$ cat config.mk
export PLATFORM = sky130hd
export DESIGN_NAME = texture_sample_rect_top_flat
export DESIGN_NICKNAME = d
export VERILOG_FILES = /design/src/rtl/tsr_pkg.sv /design/src/rtl/tsr_if.sv /design/src/rtl/tsr_cfg.sv /design/src/rtl/tsr_decode.sv /design/src/rtl/tsr_span.sv /design/src/rtl/texture_sample_rect_top.sv /design/src/flat_wrapper.sv
export SDC_FILE = /design/constraint.sdc
export NUM_CORES = 1
export LEC_CHECK = 0
export BUFFER_PORTS_ARGS = -buffer_cell sky130_fd_sc_hd__buf_2
export CORE_MARGIN = 3
export CORE_UTILIZATION = 52
export CTS_BUF_LIST = sky130_fd_sc_hd__clkbuf_4
export DETAILED_ROUTE_END_ITERATION = 8
export PLACE_DENSITY = 0.79
export SYNTH_ARGS = -nofsm -noshare
export SYNTH_HDL_FRONTEND = slang
export SYNTH_SLANG_ARGS = --single-unit
export TNS_END_PERCENT = 20
$ cat constraint.sdc
create_clock -name clk -period 3.5 [get_ports clk]
set_input_delay 0.175 -clock clk [delete_from_list [all_inputs] [get_ports clk]]
set_output_delay 0.175 -clock clk [all_outputs]
set_load 0.02 [all_outputs]
$ cat src/rtl/tsr_pkg.sv
// ----------------------------------------------------------------------------
// Texture sample rectangle package
// Shared types and constants: depth codes, register indexes and stage payloads.
// ----------------------------------------------------------------------------
package tsr_pkg;

	localparam logic [1:0] DEPTH_4BPP  = 2'd0;
	localparam logic [1:0] DEPTH_8BPP  = 2'd1;
	localparam logic [1:0] DEPTH_15BPP = 2'd2;
	localparam logic [1:0] DEPTH_RSVD  = 2'd3;

	localparam logic [1:0] REG_MASK_X   = 2'd0;
	localparam logic [1:0] REG_MASK_Y   = 2'd1;
	localparam logic [1:0] REG_OFFSET_X = 2'd2;
	localparam logic [1:0] REG_OFFSET_Y = 2'd3;

	localparam int ADDR_W = 4;

	localparam logic [8:0] PAL_4BPP  = 9'd16;
	localparam logic [8:0] PAL_8BPP  = 9'd256;
	localparam logic [8:0] PAL_15BPP = 9'd0;
	localparam logic [8:0] PAGE_SPAN = 9'd256;

	typedef struct packed {
		logic [4:0] mask_x;
		logic [4:0] mask_y;
		logic [4:0] offset_x;
		logic [4:0] offset_y;
	} cfg_t;

	typedef struct packed {
		logic [7:0] u_low;
		logic [7:0] v_low;
		logic [7:0] u_high;
		logic [7:0] v_high;
		logic [1:0] depth;
		logic [1:0] shift;
		logic [9:0] base_x;
		logic [8:0] base_y;
		logic [8:0] pal;
		logic       win;
		logic       full;
		logic [7:0] free_u;
		logic [7:0] free_v;
		logic [7:0] start_u;
		logic [7:0] start_v;
	} dec_t;

endpackage

$ cat src/rtl/tsr_if.sv
// ----------------------------------------------------------------------------
// Texture sample rectangle channels
// Request channel for primitive bounds and result channel for rectangles.
// ----------------------------------------------------------------------------
interface tsr_item_if;
	logic       valid;
	logic       ready;
	logic [7:0] u_low;
	logic [7:0] v_low;
	logic [7:0] u_high;
	logic [7:0] v_high;
	logic [8:0] page_word;

	modport source (output valid, u_low, v_low, u_high, v_high, page_word, input ready);
	modport sink (input valid, u_low, v_low, u_high, v_high, page_word, output ready);
endinterface

interface tsr_rect_if;
	logic        valid;
	logic        ready;
	logic [10:0] rect_x;
	logic [8:0]  rect_y;
	logic [8:0]  rect_w;
	logic [8:0]  rect_h;
	logic [1:0]  color_depth;
	logic [8:0]  palette_entries;

	modport source (output valid, rect_x, rect_y, rect_w, rect_h, color_depth,
		palette_entries, input ready);
	modport sink (input valid, rect_x, rect_y, rect_w, rect_h, color_depth,
		palette_entries, output ready);
endinterface

$ cat src/rtl/tsr_cfg.sv
// ----------------------------------------------------------------------------
// Texture sample rectangle configuration registers
// APB register file holding the texture window mask and offset.
// ----------------------------------------------------------------------------
module tsr_cfg
	import tsr_pkg::*;
(
	input  logic              clk,
	input  logic              arst_n,
	input  logic              psel,
	input  logic              penable,
	input  logic              pwrite,
	input  logic [ADDR_W-1:0] paddr,
	input  logic [31:0]       pwdata,
	output logic [31:0]       prdata,
	output logic              pready,
	output cfg_t              cfg
);

	cfg_t       cfg_q;
	logic       wr_en;
	logic [4:0] rd_val;

	assign pready = 1'b1;
	assign wr_en  = psel && penable && pwrite;
	assign cfg    = cfg_q;

	always_ff @(posedge clk or negedge arst_n) begin
		if (!arst_n) begin
			cfg_q <= '0;
		end else if (wr_en) begin
			unique case (paddr[3:2])
				REG_MASK_X:   cfg_q.mask_x   <= pwdata[4:0];
				REG_MASK_Y:   cfg_q.mask_y   <= pwdata[4:0];
				REG_OFFSET_X: cfg_q.offset_x <= pwdata[4:0];
				REG_OFFSET_Y: cfg_q.offset_y <= pwdata[4:0];
			endcase
		end
	end

	always_comb begin
		unique case (paddr[3:2])
			REG_MASK_X:   rd_val = cfg_q.mask_x;
			REG_MASK_Y:   rd_val = cfg_q.mask_y;
			REG_OFFSET_X: rd_val = cfg_q.offset_x;
			REG_OFFSET_Y: rd_val = cfg_q.offset_y;
		endcase
	end

	assign prdata = {27'd0, rd_val};

endmodule

$ cat src/rtl/tsr_decode.sv
// ----------------------------------------------------------------------------
// Texture sample rectangle decode stage
// First pipeline stage: page word decode, window terms and case flags.
// ----------------------------------------------------------------------------
module tsr_decode
	import tsr_pkg::*;
(
	input  logic     clk,
	input  logic     arst_n,
	tsr_item_if.sink item,
	input  cfg_t     cfg,
	input  logic     next_ready,
	output logic     valid_s1,
	output dec_t     dec_s1
);

	logic [1:0] depth;
	logic [1:0] shift;
	logic [8:0] pal;
	logic       s1_en;
	dec_t       dec;

	assign s1_en      = !valid_s1 || next_ready;
	assign item.ready = s1_en;

	always_comb begin
		depth = (item.page_word[8:7] == DEPTH_RSVD) ? DEPTH_15BPP : item.page_word[8:7];
		unique case (depth)
			DEPTH_4BPP: begin
				shift = 2'd2;
				pal   = PAL_4BPP;
			end
			DEPTH_8BPP: begin
				shift = 2'd1;
				pal   = PAL_8BPP;
			end
			default: begin
				shift = 2'd0;
				pal   = PAL_15BPP;
			end
		endcase
	end

	always_comb begin
		dec.u_low   = item.u_low;
		dec.v_low   = item.v_low;
		dec.u_high  = item.u_high;
		dec.v_high  = item.v_high;
		dec.depth   = depth;
		dec.shift   = shift;
		dec.base_x  = {item.page_word[3:0], 6'd0};
		dec.base_y  = {item.page_word[4], 8'd0};
		dec.pal     = pal;
		dec.win     = (cfg.mask_x != 5'd0) || (cfg.mask_y != 5'd0);
		dec.full    = ((item.u_low == 8'd0) && (item.u_high == 8'hFF))
			|| ((item.v_low == 8'd0) && (item.v_high == 8'hFF));
		dec.free_u  = ~{cfg.mask_x, 3'd0};
		dec.free_v  = ~{cfg.mask_y, 3'd0};
		dec.start_u = {cfg.offset_x & cfg.mask_x, 3'd0};
		dec.start_v = {cfg.offset_y & cfg.mask_y, 3'd0};
	end

	always_ff @(posedge clk or negedge arst_n) begin
		if (!arst_n) begin
			valid_s1 <= 1'b0;
		end else if (s1_en) begin
			valid_s1 <= item.valid;
		end
	end

	always_ff @(posedge clk) begin
		if (s1_en && item.valid) begin
			dec_s1 <= dec;
		end
	end

endmodule

$ cat src/rtl/tsr_span.sv
// ----------------------------------------------------------------------------
// Texture sample rectangle span stages
// Second stage picks offsets and span operands; third stage subtracts, clamps
// and adds the page base, and holds the result for the downstream side.
// ----------------------------------------------------------------------------
module tsr_span
	import tsr_pkg::*;
(
	input  logic       clk,
	input  logic       arst_n,
	input  logic       valid_s1,
	input  dec_t       dec_s1,
	output logic       ready_s1,
	tsr_rect_if.source rect
);

	logic       s2_en;
	logic       s3_en;
	logic       valid_s2;
	logic       valid_s3;

	logic [7:0] xoff;
	logic [7:0] yoff;
	logic [8:0] wa;
	logic [7:0] wb;
	logic [8:0] ha;
	logic [7:0] hb;
	logic [7:0] left;
	logic [8:0] right;
	logic [8:0] round_add;

	logic [7:0] xoff_s2;
	logic [7:0] yoff_s2;
	logic [8:0] wa_s2;
	logic [7:0] wb_s2;
	logic [8:0] ha_s2;
	logic [7:0] hb_s2;
	logic [9:0] base_x_s2;
	logic [8:0] base_y_s2;
	logic [1:0] depth_s2;
	logic [8:0] pal_s2;

	logic [9:0] wdiff;
	logic [9:0] hdiff;

	logic [10:0] rect_x_s3;
	logic [8:0]  rect_y_s3;
	logic [8:0]  rect_w_s3;
	logic [8:0]  rect_h_s3;
	logic [1:0]  depth_s3;
	logic [8:0]  pal_s3;

	assign s3_en    = !valid_s3 || rect.ready;
	assign s2_en    = !valid_s2 || s3_en;
	assign ready_s1 = s2_en;

	always_comb begin
		left      = dec_s1.u_low >> dec_s1.shift;
		round_add = (9'd1 << dec_s1.shift) - 9'd1;
		right     = ({1'b0, dec_s1.u_high} + round_add) >> dec_s1.shift;
		priority if (dec_s1.win) begin
			xoff = dec_s1.start_u >> dec_s1.shift;
			yoff = dec_s1.start_v;
			wa   = ({1'b0, dec_s1.free_u} + 9'd1) >> dec_s1.shift;
			wb   = 8'd0;
			ha   = {1'b0, dec_s1.free_v} + 9'd1;
			hb   = 8'd0;
		end else if (dec_s1.full) begin
			xoff = 8'd0;
			yoff = 8'd0;
			wa   = PAGE_SPAN >> dec_s1.shift;
			wb   = 8'd0;
			ha   = PAGE_SPAN;
			hb   = 8'd0;
		end else begin
			xoff = left;
			yoff = dec_s1.v_low;
			wa   = right;
			wb   = left;
			ha   = {1'b0, dec_s1.v_high} + 9'd1;
			hb   = dec_s1.v_low;
		end
	end

	always_ff @(posedge clk or negedge arst_n) begin
		if (!arst_n) begin
			valid_s2 <= 1'b0;
			valid_s3 <= 1'b0;
		end else begin
			if (s2_en) begin
				valid_s2 <= valid_s1;
			end
			if (s3_en) begin
				valid_s3 <= valid_s2;
			end
		end
	end

	always_ff @(posedge clk) begin
		if (s2_en && valid_s1) begin
			xoff_s2   <= xoff;
			yoff_s2   <= yoff;
			wa_s2     <= wa;
			wb_s2     <= wb;
			ha_s2     <= ha;
			hb_s2     <= hb;
			base_x_s2 <= dec_s1.base_x;
			base_y_s2 <= dec_s1.base_y;
			depth_s2  <= dec_s1.depth;
			pal_s2    <= dec_s1.pal;
		end
	end

	assign wdiff = {1'b0, wa_s2} - {2'b00, wb_s2};
	assign hdiff = {1'b0, ha_s2} - {2'b00, hb_s2};

	always_ff @(posedge clk) begin
		if (s3_en && valid_s2) begin
			rect_x_s3 <= {1'b0, base_x_s2} + {3'd0, xoff_s2};
			rect_y_s3 <= base_y_s2 + {1'b0, yoff_s2};
			rect_w_s3 <= wdiff[9] ? 9'd0 : wdiff[8:0];
			rect_h_s3 <= hdiff[9] ? 9'd0 : hdiff[8:0];
			depth_s3  <= depth_s2;
			pal_s3    <= pal_s2;
		end
	end

	assign rect.valid           = valid_s3;
	assign rect.rect_x          = rect_x_s3;
	assign rect.rect_y          = rect_y_s3;
	assign rect.rect_w          = rect_w_s3;
	assign rect.rect_h          = rect_h_s3;
	assign rect.color_depth     = depth_s3;
	assign rect.palette_entries = pal_s3;

	a_width_range: assert property (@(posedge clk) disable iff (!arst_n)
		valid_s3 |-> (rect_w_s3 <= PAGE_SPAN) && (rect_h_s3 <= PAGE_SPAN))
		else $error("rectangle extent above one page");

	a_depth_pal: assert property (@(posedge clk) disable iff (!arst_n)
		valid_s3 |-> ((depth_s3 == DEPTH_4BPP) && (pal_s3 == PAL_4BPP))
			|| ((depth_s3 == DEPTH_8BPP) && (pal_s3 == PAL_8BPP))
			|| ((depth_s3 == DEPTH_15BPP) && (pal_s3 == PAL_15BPP)))
		else $error("palette size does not match color depth");

	a_stall_hold: assert property (@(posedge clk) disable iff (!arst_n)
		(valid_s2 && !s2_en) |=> valid_s2 && valid_s3)
		else $error("stalled request dropped from stage two");

	a_bubble_fill: assert property (@(posedge clk) disable iff (!arst_n)
		(valid_s2 && !valid_s3) |=> valid_s3)
		else $error("stage three failed to take a waiting request");

endmodule

$ cat src/rtl/texture_sample_rect_top.sv
// ----------------------------------------------------------------------------
// Texture sample rectangle top level
// VRAM rectangle that one textured primitive may sample.
// ----------------------------------------------------------------------------
// The block takes one request per clock while the result side is not
// stalling, and returns its rectangle through three register stages:
// decode of the page word and window terms, selection of offsets and span
// operands, and the final subtract, clamp and base add. The third stage
// holds its result until it is taken, and a stall backs up through the
// stages without losing or repeating a request. Window registers are
// written over APB and should only change while no request is in flight.
module texture_sample_rect_top
	import tsr_pkg::*;
(
	input  logic              clk,
	input  logic              arst_n,
	input  logic              psel,
	input  logic              penable,
	input  logic              pwrite,
	input  logic [ADDR_W-1:0] paddr,
	input  logic [31:0]       pwdata,
	output logic [31:0]       prdata,
	output logic              pready,
	tsr_item_if.sink          item,
	tsr_rect_if.source        rect
);

	cfg_t cfg;
	logic valid_s1;
	dec_t dec_s1;
	logic ready_s1;

	tsr_cfg u_cfg (
		.clk     (clk),
		.arst_n  (arst_n),
		.psel    (psel),
		.penable (penable),
		.pwrite  (pwrite),
		.paddr   (paddr),
		.pwdata  (pwdata),
		.prdata  (prdata),
		.pready  (pready),
		.cfg     (cfg)
	);

	tsr_decode u_decode (
		.clk        (clk),
		.arst_n     (arst_n),
		.item       (item),
		.cfg        (cfg),
		.next_ready (ready_s1),
		.valid_s1   (valid_s1),
		.dec_s1     (dec_s1)
	);

	tsr_span u_span (
		.clk      (clk),
		.arst_n   (arst_n),
		.valid_s1 (valid_s1),
		.dec_s1   (dec_s1),
		.ready_s1 (ready_s1),
		.rect     (rect)
	);

endmodule

$ cat src/flat_wrapper.sv
// flat-port wrapper written by rule: the top's interface ports become plain ports
module texture_sample_rect_top_flat import tsr_pkg::*;
  (clk, arst_n, psel, penable, pwrite, paddr, pwdata, prdata, pready, item_valid, item_u_low, item_v_low, item_u_high, item_v_high, item_page_word, item_ready, rect_valid, rect_rect_x, rect_rect_y, rect_rect_w, rect_rect_h, rect_color_depth, rect_palette_entries, rect_ready);
  tsr_item_if item_i ();
  tsr_rect_if rect_i ();
  input  logic clk;
  input  logic arst_n;
  input  logic psel;
  input  logic penable;
  input  logic pwrite;
  input  logic [ADDR_W-1:0] paddr;
  input  logic [31:0] pwdata;
  output logic [31:0] prdata;
  output logic pready;
  input wire logic [$bits(item_i.valid)-1:0] item_valid;
  input wire logic [$bits(item_i.u_low)-1:0] item_u_low;
  input wire logic [$bits(item_i.v_low)-1:0] item_v_low;
  input wire logic [$bits(item_i.u_high)-1:0] item_u_high;
  input wire logic [$bits(item_i.v_high)-1:0] item_v_high;
  input wire logic [$bits(item_i.page_word)-1:0] item_page_word;
  output wire logic [$bits(item_i.ready)-1:0] item_ready;
  output wire logic [$bits(rect_i.valid)-1:0] rect_valid;
  output wire logic [$bits(rect_i.rect_x)-1:0] rect_rect_x;
  output wire logic [$bits(rect_i.rect_y)-1:0] rect_rect_y;
  output wire logic [$bits(rect_i.rect_w)-1:0] rect_rect_w;
  output wire logic [$bits(rect_i.rect_h)-1:0] rect_rect_h;
  output wire logic [$bits(rect_i.color_depth)-1:0] rect_color_depth;
  output wire logic [$bits(rect_i.palette_entries)-1:0] rect_palette_entries;
  input wire logic [$bits(rect_i.ready)-1:0] rect_ready;
  assign item_i.valid = item_valid;
  assign item_i.u_low = item_u_low;
  assign item_i.v_low = item_v_low;
  assign item_i.u_high = item_u_high;
  assign item_i.v_high = item_v_high;
  assign item_i.page_word = item_page_word;
  assign item_ready = item_i.ready;
  assign rect_valid = rect_i.valid;
  assign rect_rect_x = rect_i.rect_x;
  assign rect_rect_y = rect_i.rect_y;
  assign rect_rect_w = rect_i.rect_w;
  assign rect_rect_h = rect_i.rect_h;
  assign rect_color_depth = rect_i.color_depth;
  assign rect_palette_entries = rect_i.palette_entries;
  assign rect_i.ready = rect_ready;
  texture_sample_rect_top u_core (.clk(clk), .arst_n(arst_n), .psel(psel), .penable(penable), .pwrite(pwrite), .paddr(paddr), .pwdata(pwdata), .prdata(prdata), .pready(pready), .item(item_i), .rect(rect_i));
endmodule
# After elaboration in Yosys (flattened, before gate mapping)
# Cells that the tools add are included.
classes:
  addsub: 9
  multipliers: 0
  n_div: 0
  order_cmp: 0
  eq_ne: 7
  shifts: 6
  muxes: 12
  bitwise_logic: 4
  n_reduce_logical: 25
op_table:
  columns: ["operator", "n"]
  rows:
  - ["9-bit 2-to-1 mux", 4]
  - ["8-bit 2-to-1 mux", 4]
  - ["8-bit by 1-bit adder with 9-bit output (second input constant)", 3]
  - ["5-bit one-hot mux with 4 select lines", 1]
  - ["9-bit by 8-bit subtractor with 10-bit output", 2]
  - ["9-bit one-hot mux with 2 select lines", 1]
  - ["9-bit by 2-bit right shift with 9-bit output", 2]
  - ["8-bit == test (second input constant)", 2]
  - ["8-bit logical NOT", 2]
  - ["8-bit inverter", 2]
  - ["8-bit by 2-bit right shift with 8-bit output", 2]
  - ["10-bit by 8-bit adder with 11-bit output", 1]
  - ["5-bit AND", 2]
  - ["5-bit nonzero test", 2]
  - ["8-bit by 9-bit adder with 9-bit output", 1]
  - ["9-bit by 8-bit adder with 9-bit output", 1]
  - ["1-bit by 2-bit << shifter with 9-bit output (first input constant)", 1]
  - ["9-bit by 2-bit right shift with 9-bit output (first input constant)", 1]
  - ["9-bit by 1-bit subtractor with 9-bit output (second input constant)", 1]
  - ["2-bit AND reduction", 4]
  - ["1-bit logical AND", 7]
  - ["2-bit == test (second input constant)", 3]
  - ["1-bit logical OR", 5]
  - ["2-bit by 1-bit == test with 1-bit output (second input constant)", 2]
  - ["4 further kinds", 7]
totals:
  register_bits: 216
  latchBits: 0
  mem_bits_rw: 0
  rom_bits: 0
  inputBits: 84
  output_inout_bits: 84
  elab_cells: 102
  n_memories: 0

# Depth between registers and ports, before layout
# Gate-level depths: netlist of run 1.
depth:
  ltp_word: 6
  depth_mapped: 14

# Modules after synthesis
# From an unflattened synthesis of run 1, not the netlist that was laid out.
hier_totals:
  cells_unflattened: 818
  area_unflattened_um2: 10665.2
by_module_without_submodules:
  columns: ["mod", "instances", "cells_each", "area_per_inst_um2"]
  rows:
  - ["tsr_span", 1, 593, 7089.3]
  - ["tsr_decode", 1, 142, 2416.1]
  - ["tsr_cfg", 1, 83, 1159.9]

# Worst setup path after synthesis of run 1
# OpenSTA, ideal clock, no wires.
synth_timing:
  path_kind: "register to register"
  from: "reg u_core.u_decode.dec_s1[62] (netlist name)"
  to: "reg u_core.u_span.wa_s2[4] (data pin)"
  t_arrival_ns: 3.006
  required_time_ns: 3.231
  setup_slack_ns: 0.225
  stages_incl_launch_ff: 15
  path_buffers: 3
  cell_sequence: "edfxtp_1 buf_6 clkbuf_8 clkbuf_1 nand2_1 ha_1 inv_1 ha_1 fa_1 a211oi_2 nor3b_2 mux2_2 a211o_1 o21ai_2 mux2i_1"
synth_between:
  elab_chain_len: 6
  elab_cells_between_ends: 8
  classes_between: "2 x add/sub; 4 x shift; 2 x mux"
synth_rtl:
  columns: ["element", "line_no", "source"]
  rows:
  - ["1-bit by 2-bit << shifter with 9-bit output", "tsr_span.sv:59", "round_add = (9'd1 << dec_s1.shift) - 9'd1;"]
  - ["9-bit by 1-bit subtractor with 9-bit output", "tsr_span.sv:59", null]
  - ["8-bit by 9-bit adder with 9-bit output", "tsr_span.sv:60", "right = ({1'b0, dec_s1.u_high} + round_add) >> dec_s1.shift;"]
  - ["9-bit by 2-bit right shift with 9-bit output", "tsr_span.sv:60", null]
  - ["9-bit 2-to-1 mux", "tsr_span.sv:68", "end else if (dec_s1.full) begin"]
  - ["9-bit 2-to-1 mux *", "tsr_span.sv:61", "priority if (dec_s1.win) begin"]
  - ["net u_core.u_span.wa[4]", "tsr_span.sv:24", "logic [8:0] wa;"]
  - ["end signal: assignment", "tsr_span.sv:103", "wa_s2 <= wa;"]
  - ["end: declaration", "tsr_span.sv:34", "logic [8:0] wa_s2;"]
# Mark *: on every way through the listed nets, which the timed path passes. The rest lies on a longest branch.
# A chain may end at the register's enable or synchronous reset.

==> qor.yml, run 1 <==
floorplanning:
  pin_count: 168
  die_x_um: 135
  dieArea_um2: 18200
  fp.dieH_um: 135
  core_area_um2: 16100
  rows: 46
  initial_utilization_pct: 53.8
pwr:
  p_clk_share_pct: 22.4
  p_sw_mw: 1.49
  cell_internal_pwr_mw: 3.63
  total_power_mw: 5.12
  p_leak_nw: 4.10
  p_seq_share_pct: 56.2
  swShare_pct: 29.1
  combPwrFrac_pct: 21.4
  power_density_nw_per_um2: 511
  ir_worst_vdd_v: 0.000283
placement:
  place_congestion: 0.952
  dp_cells: 960
  hpwlAfterDp_mm: 12.2
  port_buffers: 101
  placed_area_um2: 9250
critical_path:
  critPathMaxFanout: 10
  path_class: "reg2reg"
  crit_chain: "inv_1 -> nand2_1 -> ha_1 -> inv_1 -> ha_1 -> fa_1 -> a211oi_2 -> nor3b_2 -> mux2_2 -> a211o_1 -> o21ai_2 -> o22ai_1"
  r2r_start: "u_core.u_decode.dec_s1[38]"
  slowest_stage: "edfxtp_1"
  cp-end-kind: "register"
  start_kind: "register"
  r2r-end: "u_core.u_span.wa_s2[6]"
  cpPeakStageDelay_ns: 0.56
  cp.required_ns: 3.81
  ff2ff_path_depth: 12
  r2r_slack_ns: 0.34
  worstPathArrival_ns: 3.47
run:
  maxCapViolCount: 0
route:
  via_per_inst: 5.17
  drt_wl_total_mm: 16.9
  wl_met1_mm: 6.94
  dr.pass1.iters: 5
  drt_iter0_drc: 378
  drc_errors: 0
  dr_wl_met2_mm: 8.23
  via_count: 5378
  wl_met3_mm: 1.16
  routed.top_layer: "met5"
  ant_nets: 0
  routedWlPerCell_um: 16.3
yosys:
  avgSynthCellArea_um2: 13.2
  synth_commonest_cells: "161 x edfxtp_1, 54 x inv_1, 44 x nor2_1, 35 x buf_4, 34 x nand2_1"
  synth_area_um2: 8660
  synth_area_leaders: "edfxtp_1 56%, dfrtp_1 6.6%, ha_1 4.6%"
  yosysMostFrequentCell: "edfxtp_1"
  syn_inst: 654
  ys_seq_area_share_pct: 62.4
  yosys.cell_types.count: 62
  ys_seq_elements: 184
  async_flop_share_pct: 12.5
  yosysWarnings: 0
  synth.largest_area_cell: "edfxtp_1"
  yosys.area.top_type_share_pct: 55.8
  synth-edff-count: 161
  ys.flop_type: "edfxtp_1"
cts:
  cts_sinks: 184
  htreeDepth: 4
  cts-buffers-inserted: 17
  cts_tree: "done"
  root_buffer: "clkbuf_4"
  cts.path.max_buffers: 2
  clk_pin_slew_ns: 0.15
  clk-insertion-delay-late_ns: 0.57
global_routing:
  grt_pass1_wl_mm: 26.6
  overflow: 0
  grt_usage_pct: 18.8
  grt_pass1_vias: 5474
  antenna_found_initial: 2
  grt_max_degree: 46
finish:
  synthToLayoutAreaGrowth_pct: 15.6
  fin_area_um2: 10000
  final_cells: 1040
  finalNetCount: 931
  drive_above_1_share_pct: 22.1
timing:
  period_minus_slack_ns: 3.16
  clock_skew_ns: 0.0241
  relSlewSlack_pct: 32.7
  period_share_pct: 90.4
  setup_violations: 0
  max_freq_mhz: 316
  slew_viol_final: 0
  setup_tns_ns: 0
  rsz0062_at_grt: "false"
  tightest_slew_ns: 1.01
  finalHoldViolations: 0
outcome:
  outcome: "complete, no violations"
min_path:
  min-delay-path-class: "in2async"
## worst max-delay path: cells and delay by family (launching register included)
kind                       cells  cell delay, ns
AOI/OAI and AO/OA              4            0.74
adders and majority gates      3            0.94
buffers and inverters          2            0.17
DFF                            1            0.56
muxes                          1            0.30
and+or+nand+nor                2            0.20
## power groups by stage
stage	Sequential, mW	Combinational [mW]	Clock [mW]
5_1_grt	2.91	1.20	1.26
6_report	2.87	1.10	1.15
3_5_place_dp	2.93	1.04	0
3_3_place_gp	2.91	1.00	0
2_1_floorplan	2.98	0.701	0
4_1_cts	2.88	1.09	1.17
## final cells by class
cell class,count,area [um2]
repair buffers,158,1050
clock inverters,13,144
flip-flops and latches,184,5410
inverters,55,206
multi-input cells,395,2790
well taps,216,270
fillers,1233,6100
clock buffers,18,135
diodes,1,2.50
## what timing repair did
action / 4_1_cts / 5_1_grt
hold buffers: 48 / 0
endpoints found under the setup margin: 0 / 0
gates resized for setup: 0 / 0
hold endpoints to repair: 88 / 0
setup buffers: 0 / 0
## state kept, by name (all words and copies together), names as in the netlist, 9 cells and up
name and cells:
u_core.u_span.rect.rect_y 9, u_core.u_cfg.cfg 20, u_core.u_span.rect.rect_w 9, u_core.u_span.rect.rect_h 9
u_core.u_span.ha_s2 9, u_core.u_span.wa_s2 9, u_core.u_span.rect.rect_x 11, u_core.u_decode.dec_s1 63
## cell usage in the layout (no fill, tap or decap), types with 19 or more instances in the layout
cell type / count
dfrtp_1: 23
conb_1: 35
dlygate4sd3_1: 48
and2_1: 20
o21ai_0: 21
ha_1: 32
inv_1: 54
edfxtp_1: 161
nor2_1: 44
nand2_1: 34
mux2_2: 19
buf_2: 101
## per-stage QoR
step           worst slack (ns)  utilization (%)  hold WS (ns)
5_1_grt                   0.218             62.1         0.104
2_1_floorplan             0.225                -        -0.121
3_3_place_gp              0.469             57.4         0.160
3_5_place_dp              0.388             57.4         0.179
6_report                  0.337             62.1        0.0958
4_1_cts                   0.364             62.1        0.0494
## metal layers
layer | track usage, % | up-vias
met5 | 0 | -
met4 | 9.80 | 2
met3 | 4.81 | 44
met2 | 30.0 | 200
met1 | 23.8 | 2523
li1 | - | 2609
## cells by family after synthesis
group | after synthesis | synth area share [%]
buffers and inverters | 108 | 6.82
AOI/OAI and AO/OA | 92 | 7.29
DFF | 184 | 62.4
and+or+nand+nor | 172 | 10.0
xor gates and xnor gates | 23 | 2.33
muxes | 37 | 5.47
other | 2 | 0.0867
adders and majority gates | 36 | 5.55
## worst max path at each step
stage	start	end	slack [ns]	depth (start not counted)
floorplan	u_core.u_decode.dec_s1[62]	u_core.u_span.wa_s2[4]	0.22	14
global placement	u_core.u_decode.dec_s1[38]	u_core.u_span.wa_s2[6]	0.47	12
detailed placement	u_core.u_decode.dec_s1[38]	u_core.u_span.wa_s2[6]	0.39	12
CTS	u_core.u_decode.dec_s1[38]	u_core.u_span.wa_s2[6]	0.36	12
global route	u_core.u_decode.dec_s1[38]	u_core.u_span.wa_s2[5]	0.22	12
finish	u_core.u_decode.dec_s1[38]	u_core.u_span.wa_s2[6]	0.34	12
No activity file was read; power rests on OpenSTA's default activity.
==> run 2: changes to the inputs <==
==> constraint.sdc (replaced) <==
create_clock -name clk -period 3.5 [get_ports clk]
set_input_delay 0.7 -clock clk [delete_from_list [all_inputs] [get_ports clk]]
set_output_delay 0.7 -clock clk [all_outputs]
set_load 0.02 [all_outputs]
==> run 2 against run 1 <==
  * Sequential power barely moved
  * Sequential share of layout area rose by 2.6 points
  * Highest routed layer is now met4
  * Cell count fell by 4.5%
  * Final area fell by 4.6%
==> qor.yml, run 2 (synthesis gave the netlist of run 1 again) <==
timing:
  rsz0062_at_grt: "false"
  clock_skew_ns: 0.0240  # -0.0000623 ns
  tightest_slew_ns: 0.978  # -0.0323 ns
  setup_tns_ns: 0  # unchanged
  slew_viol_final: 0  # unchanged
  period_share_pct: 90.3  # about the same
  finalHoldViolations: 0  # unchanged
  relSlewSlack_pct: 34.8  # +2.2 points
  setup_violations: 0  # unchanged
  hold_slack_ns: 0.0730  # -0.0228 ns
  period_minus_slack_ns: 3.16  # -0.000909 ns
  max_freq_mhz: 316  # about the same
cts:
  clk-insertion-delay-late_ns: 0.57  # about the same
  root_buffer: "clkbuf_4"
  cts-buffers-inserted: 17  # unchanged
  htreeDepth: 4  # unchanged
  post_cts_buffers: 0  # unchanged
  clk_pin_slew_ns: 0.15  # about the same
  cts-resized-gates: 0  # unchanged
  cts.path.max_buffers: 2  # unchanged
  hold_buffers: 0  # -100%
  cts_tree: "done"
  cts_sinks: 184  # unchanged
floorplanning:
  rows: 46  # unchanged
  dieArea_um2: 18200  # unchanged
  fp.dieH_um: 135  # unchanged
  initial_utilization_pct: 53.8  # unchanged
  core_area_um2: 16100  # unchanged
  die_x_um: 135  # unchanged
  pin_count: 168  # unchanged
finish:
  fill_cells: 1279  # +3.7%
  drive_above_1_share_pct: 23.6  # +1.5 points
  final_common_cell: "edfxtp_1"
  regMostFlops: "u_core.u_decode.dec_s1"
  multi_input_area_um2: 2790  # unchanged
  synthToLayoutAreaGrowth_pct: 10.3
  largest_reg_flops: 63  # unchanged
  finalNetCount: 883  # -5.2%
  fin_area_um2: 9550  # -4.6%
  mostFrequentLayoutCells: "161 x edfxtp_1, 101 x buf_2, 54 x inv_1, 44 x nor2_1, 35 x conb_1"
  utilization_pct: 59.3  # -2.9 points
  regArea_um2: 5410  # unchanged
run:
  maxCapViolCount: 0  # unchanged
critical_path:
  path_class: "reg2reg"
  cp.required_ns: 3.80  # about the same
  worstPathArrival_ns: 3.46  # about the same
  cp-end-kind: "register"
  critPathMaxFanout: 10  # unchanged
  start_kind: "register"
pwr:
  power_density_nw_per_um2: 531  # +3.8%
  ir_worst_vdd_v: 0.000233  # -18%
  p_leak_nw: 3.91  # -4.8%
global_routing:
  grt_pass1_vias: 4983  # -9.0%
  antenna_found_initial: 1  # -1
  grt_usage_pct: 17.4  # -1.4 points
  grt_max_degree: 43  # -6.5%
  grt_pass1_wl_mm: 24.7  # -7.2%
  overflow: 0  # unchanged
placement:
  placed_area_um2: 9260  # +0.14%
  port_buffers: 101  # unchanged
  hpwlAfterDp_mm: 12.1  # -1.5%
  place_congestion: 0.969  # +1.7%
route:
  ant_nets: 0  # unchanged
  drt_wl_total_mm: 15.6  # -7.9%
  dr.pass1.iters: 6  # +1
  drt_iter0_drc: 269  # -29%
  drc_errors: 0  # unchanged
  routedWlPerCell_um: 15.7  # -3.5%
  via_count: 5153  # -4.2%
  via_per_inst: 5.19  # +0.35%
min_path:
  min-delay-path-class: "in2async"
outcome:
  outcome: "complete, no violations"
## run 2: cell types whose count changed in the layout (fill, tap and decap cells not counted)
cell	before	now
clkinvlp_4	0	2
buf_4	9	8
clkbuf_4	18	19
inv_8	0	1
dlygate4sd3_1	48	0
buf_12	0	1
inv_6	5	2
## run 2: routing by layer
layer	vias to the layer above	global-route usage, %	share of wire (%)
met2	172	28.0	48
met4	0	5.99	1.5
met5	-	0	0
met3	23	4.51	6.3
met1	2446	23.3	44
li1	2512	-	-
## run 2: metrics by stage
| step | worst slack (ns) | power (mW) | cells |
|---|---|---|---|
| 4_1_cts | 0.339 | 5.11 | 992 |
| 2_1_floorplan | 0.225 | 3.68 | 687 |
| 3_5_place_dp | 0.392 | 3.97 | 960 |
| 5_1_grt | 0.183 | 5.33 | 993 |
| 6_report | 0.338 | 5.07 | 993 |
| 3_3_place_gp | 0.457 | 3.91 | 960 |
## run 2: where the power goes
group | total (mW) | switching (mW) | leakage, nW | internal [mW]
registers | 2.87 | 0.139 | 1.85 | 2.73
logic | 1.05 | 0.626 | 1.90 | 0.423
clock network | 1.15 | 0.701 | 0.153 | 0.447
total | 5.07 | 1.47 | 3.91 | 3.60
## run 2: layout make-up
| type | count | share of cell area (%) |
|---|---|---|
| repair buffers | 110 | 6.13 |
| clock inverters | 13 | 1.51 |
| multi-input cells | 395 | 29.2 |
| clock buffers | 19 | 1.49 |
| diodes | 1 | 0.0262 |
| inverters | 55 | 2.16 |
| well taps | 216 | 2.83 |
| flip-flops and latches | 184 | 56.6 |
## run 2: final timing paths
| path | start | slack [ns] | end | cells past startpoint |
|---|---|---|---|---|
| worst min-delay path | arst_n | 0.07 | u_core.u_cfg.cfg[16] | 1 |
| worst max-delay path | u_core.u_decode.dec_s1[38] | 0.34 | u_core.u_span.wa_s2[6] | 12 |
| min in group clk | item_page_word[4] | 0.30 | u_core.u_decode.dec_s1[51] | 1 |
| worst min register to register | u_core.u_span.yoff_s2[4] | 0.43 | u_core.u_span.rect.rect_y[4] | 0 |
| max in group asynchronous | arst_n | 3.09 | u_core.u_cfg.cfg[8] | 1 |
| worst max register to register | u_core.u_decode.dec_s1[38] | 0.34 | u_core.u_span.wa_s2[6] | 12 |
## run 2: critical path: stages, from the launching register on
cell and delay (ns):
edfxtp_1 0.55, inv_1 0.12, nand2_1 0.10, ha_1 0.29
inv_1 0.04, ha_1 0.23, fa_1 0.42, a211oi_2 0.27
nor3b_2 0.09, mux2_2 0.30, a211o_1 0.31, o21ai_2 0.08
o22ai_1 0.10
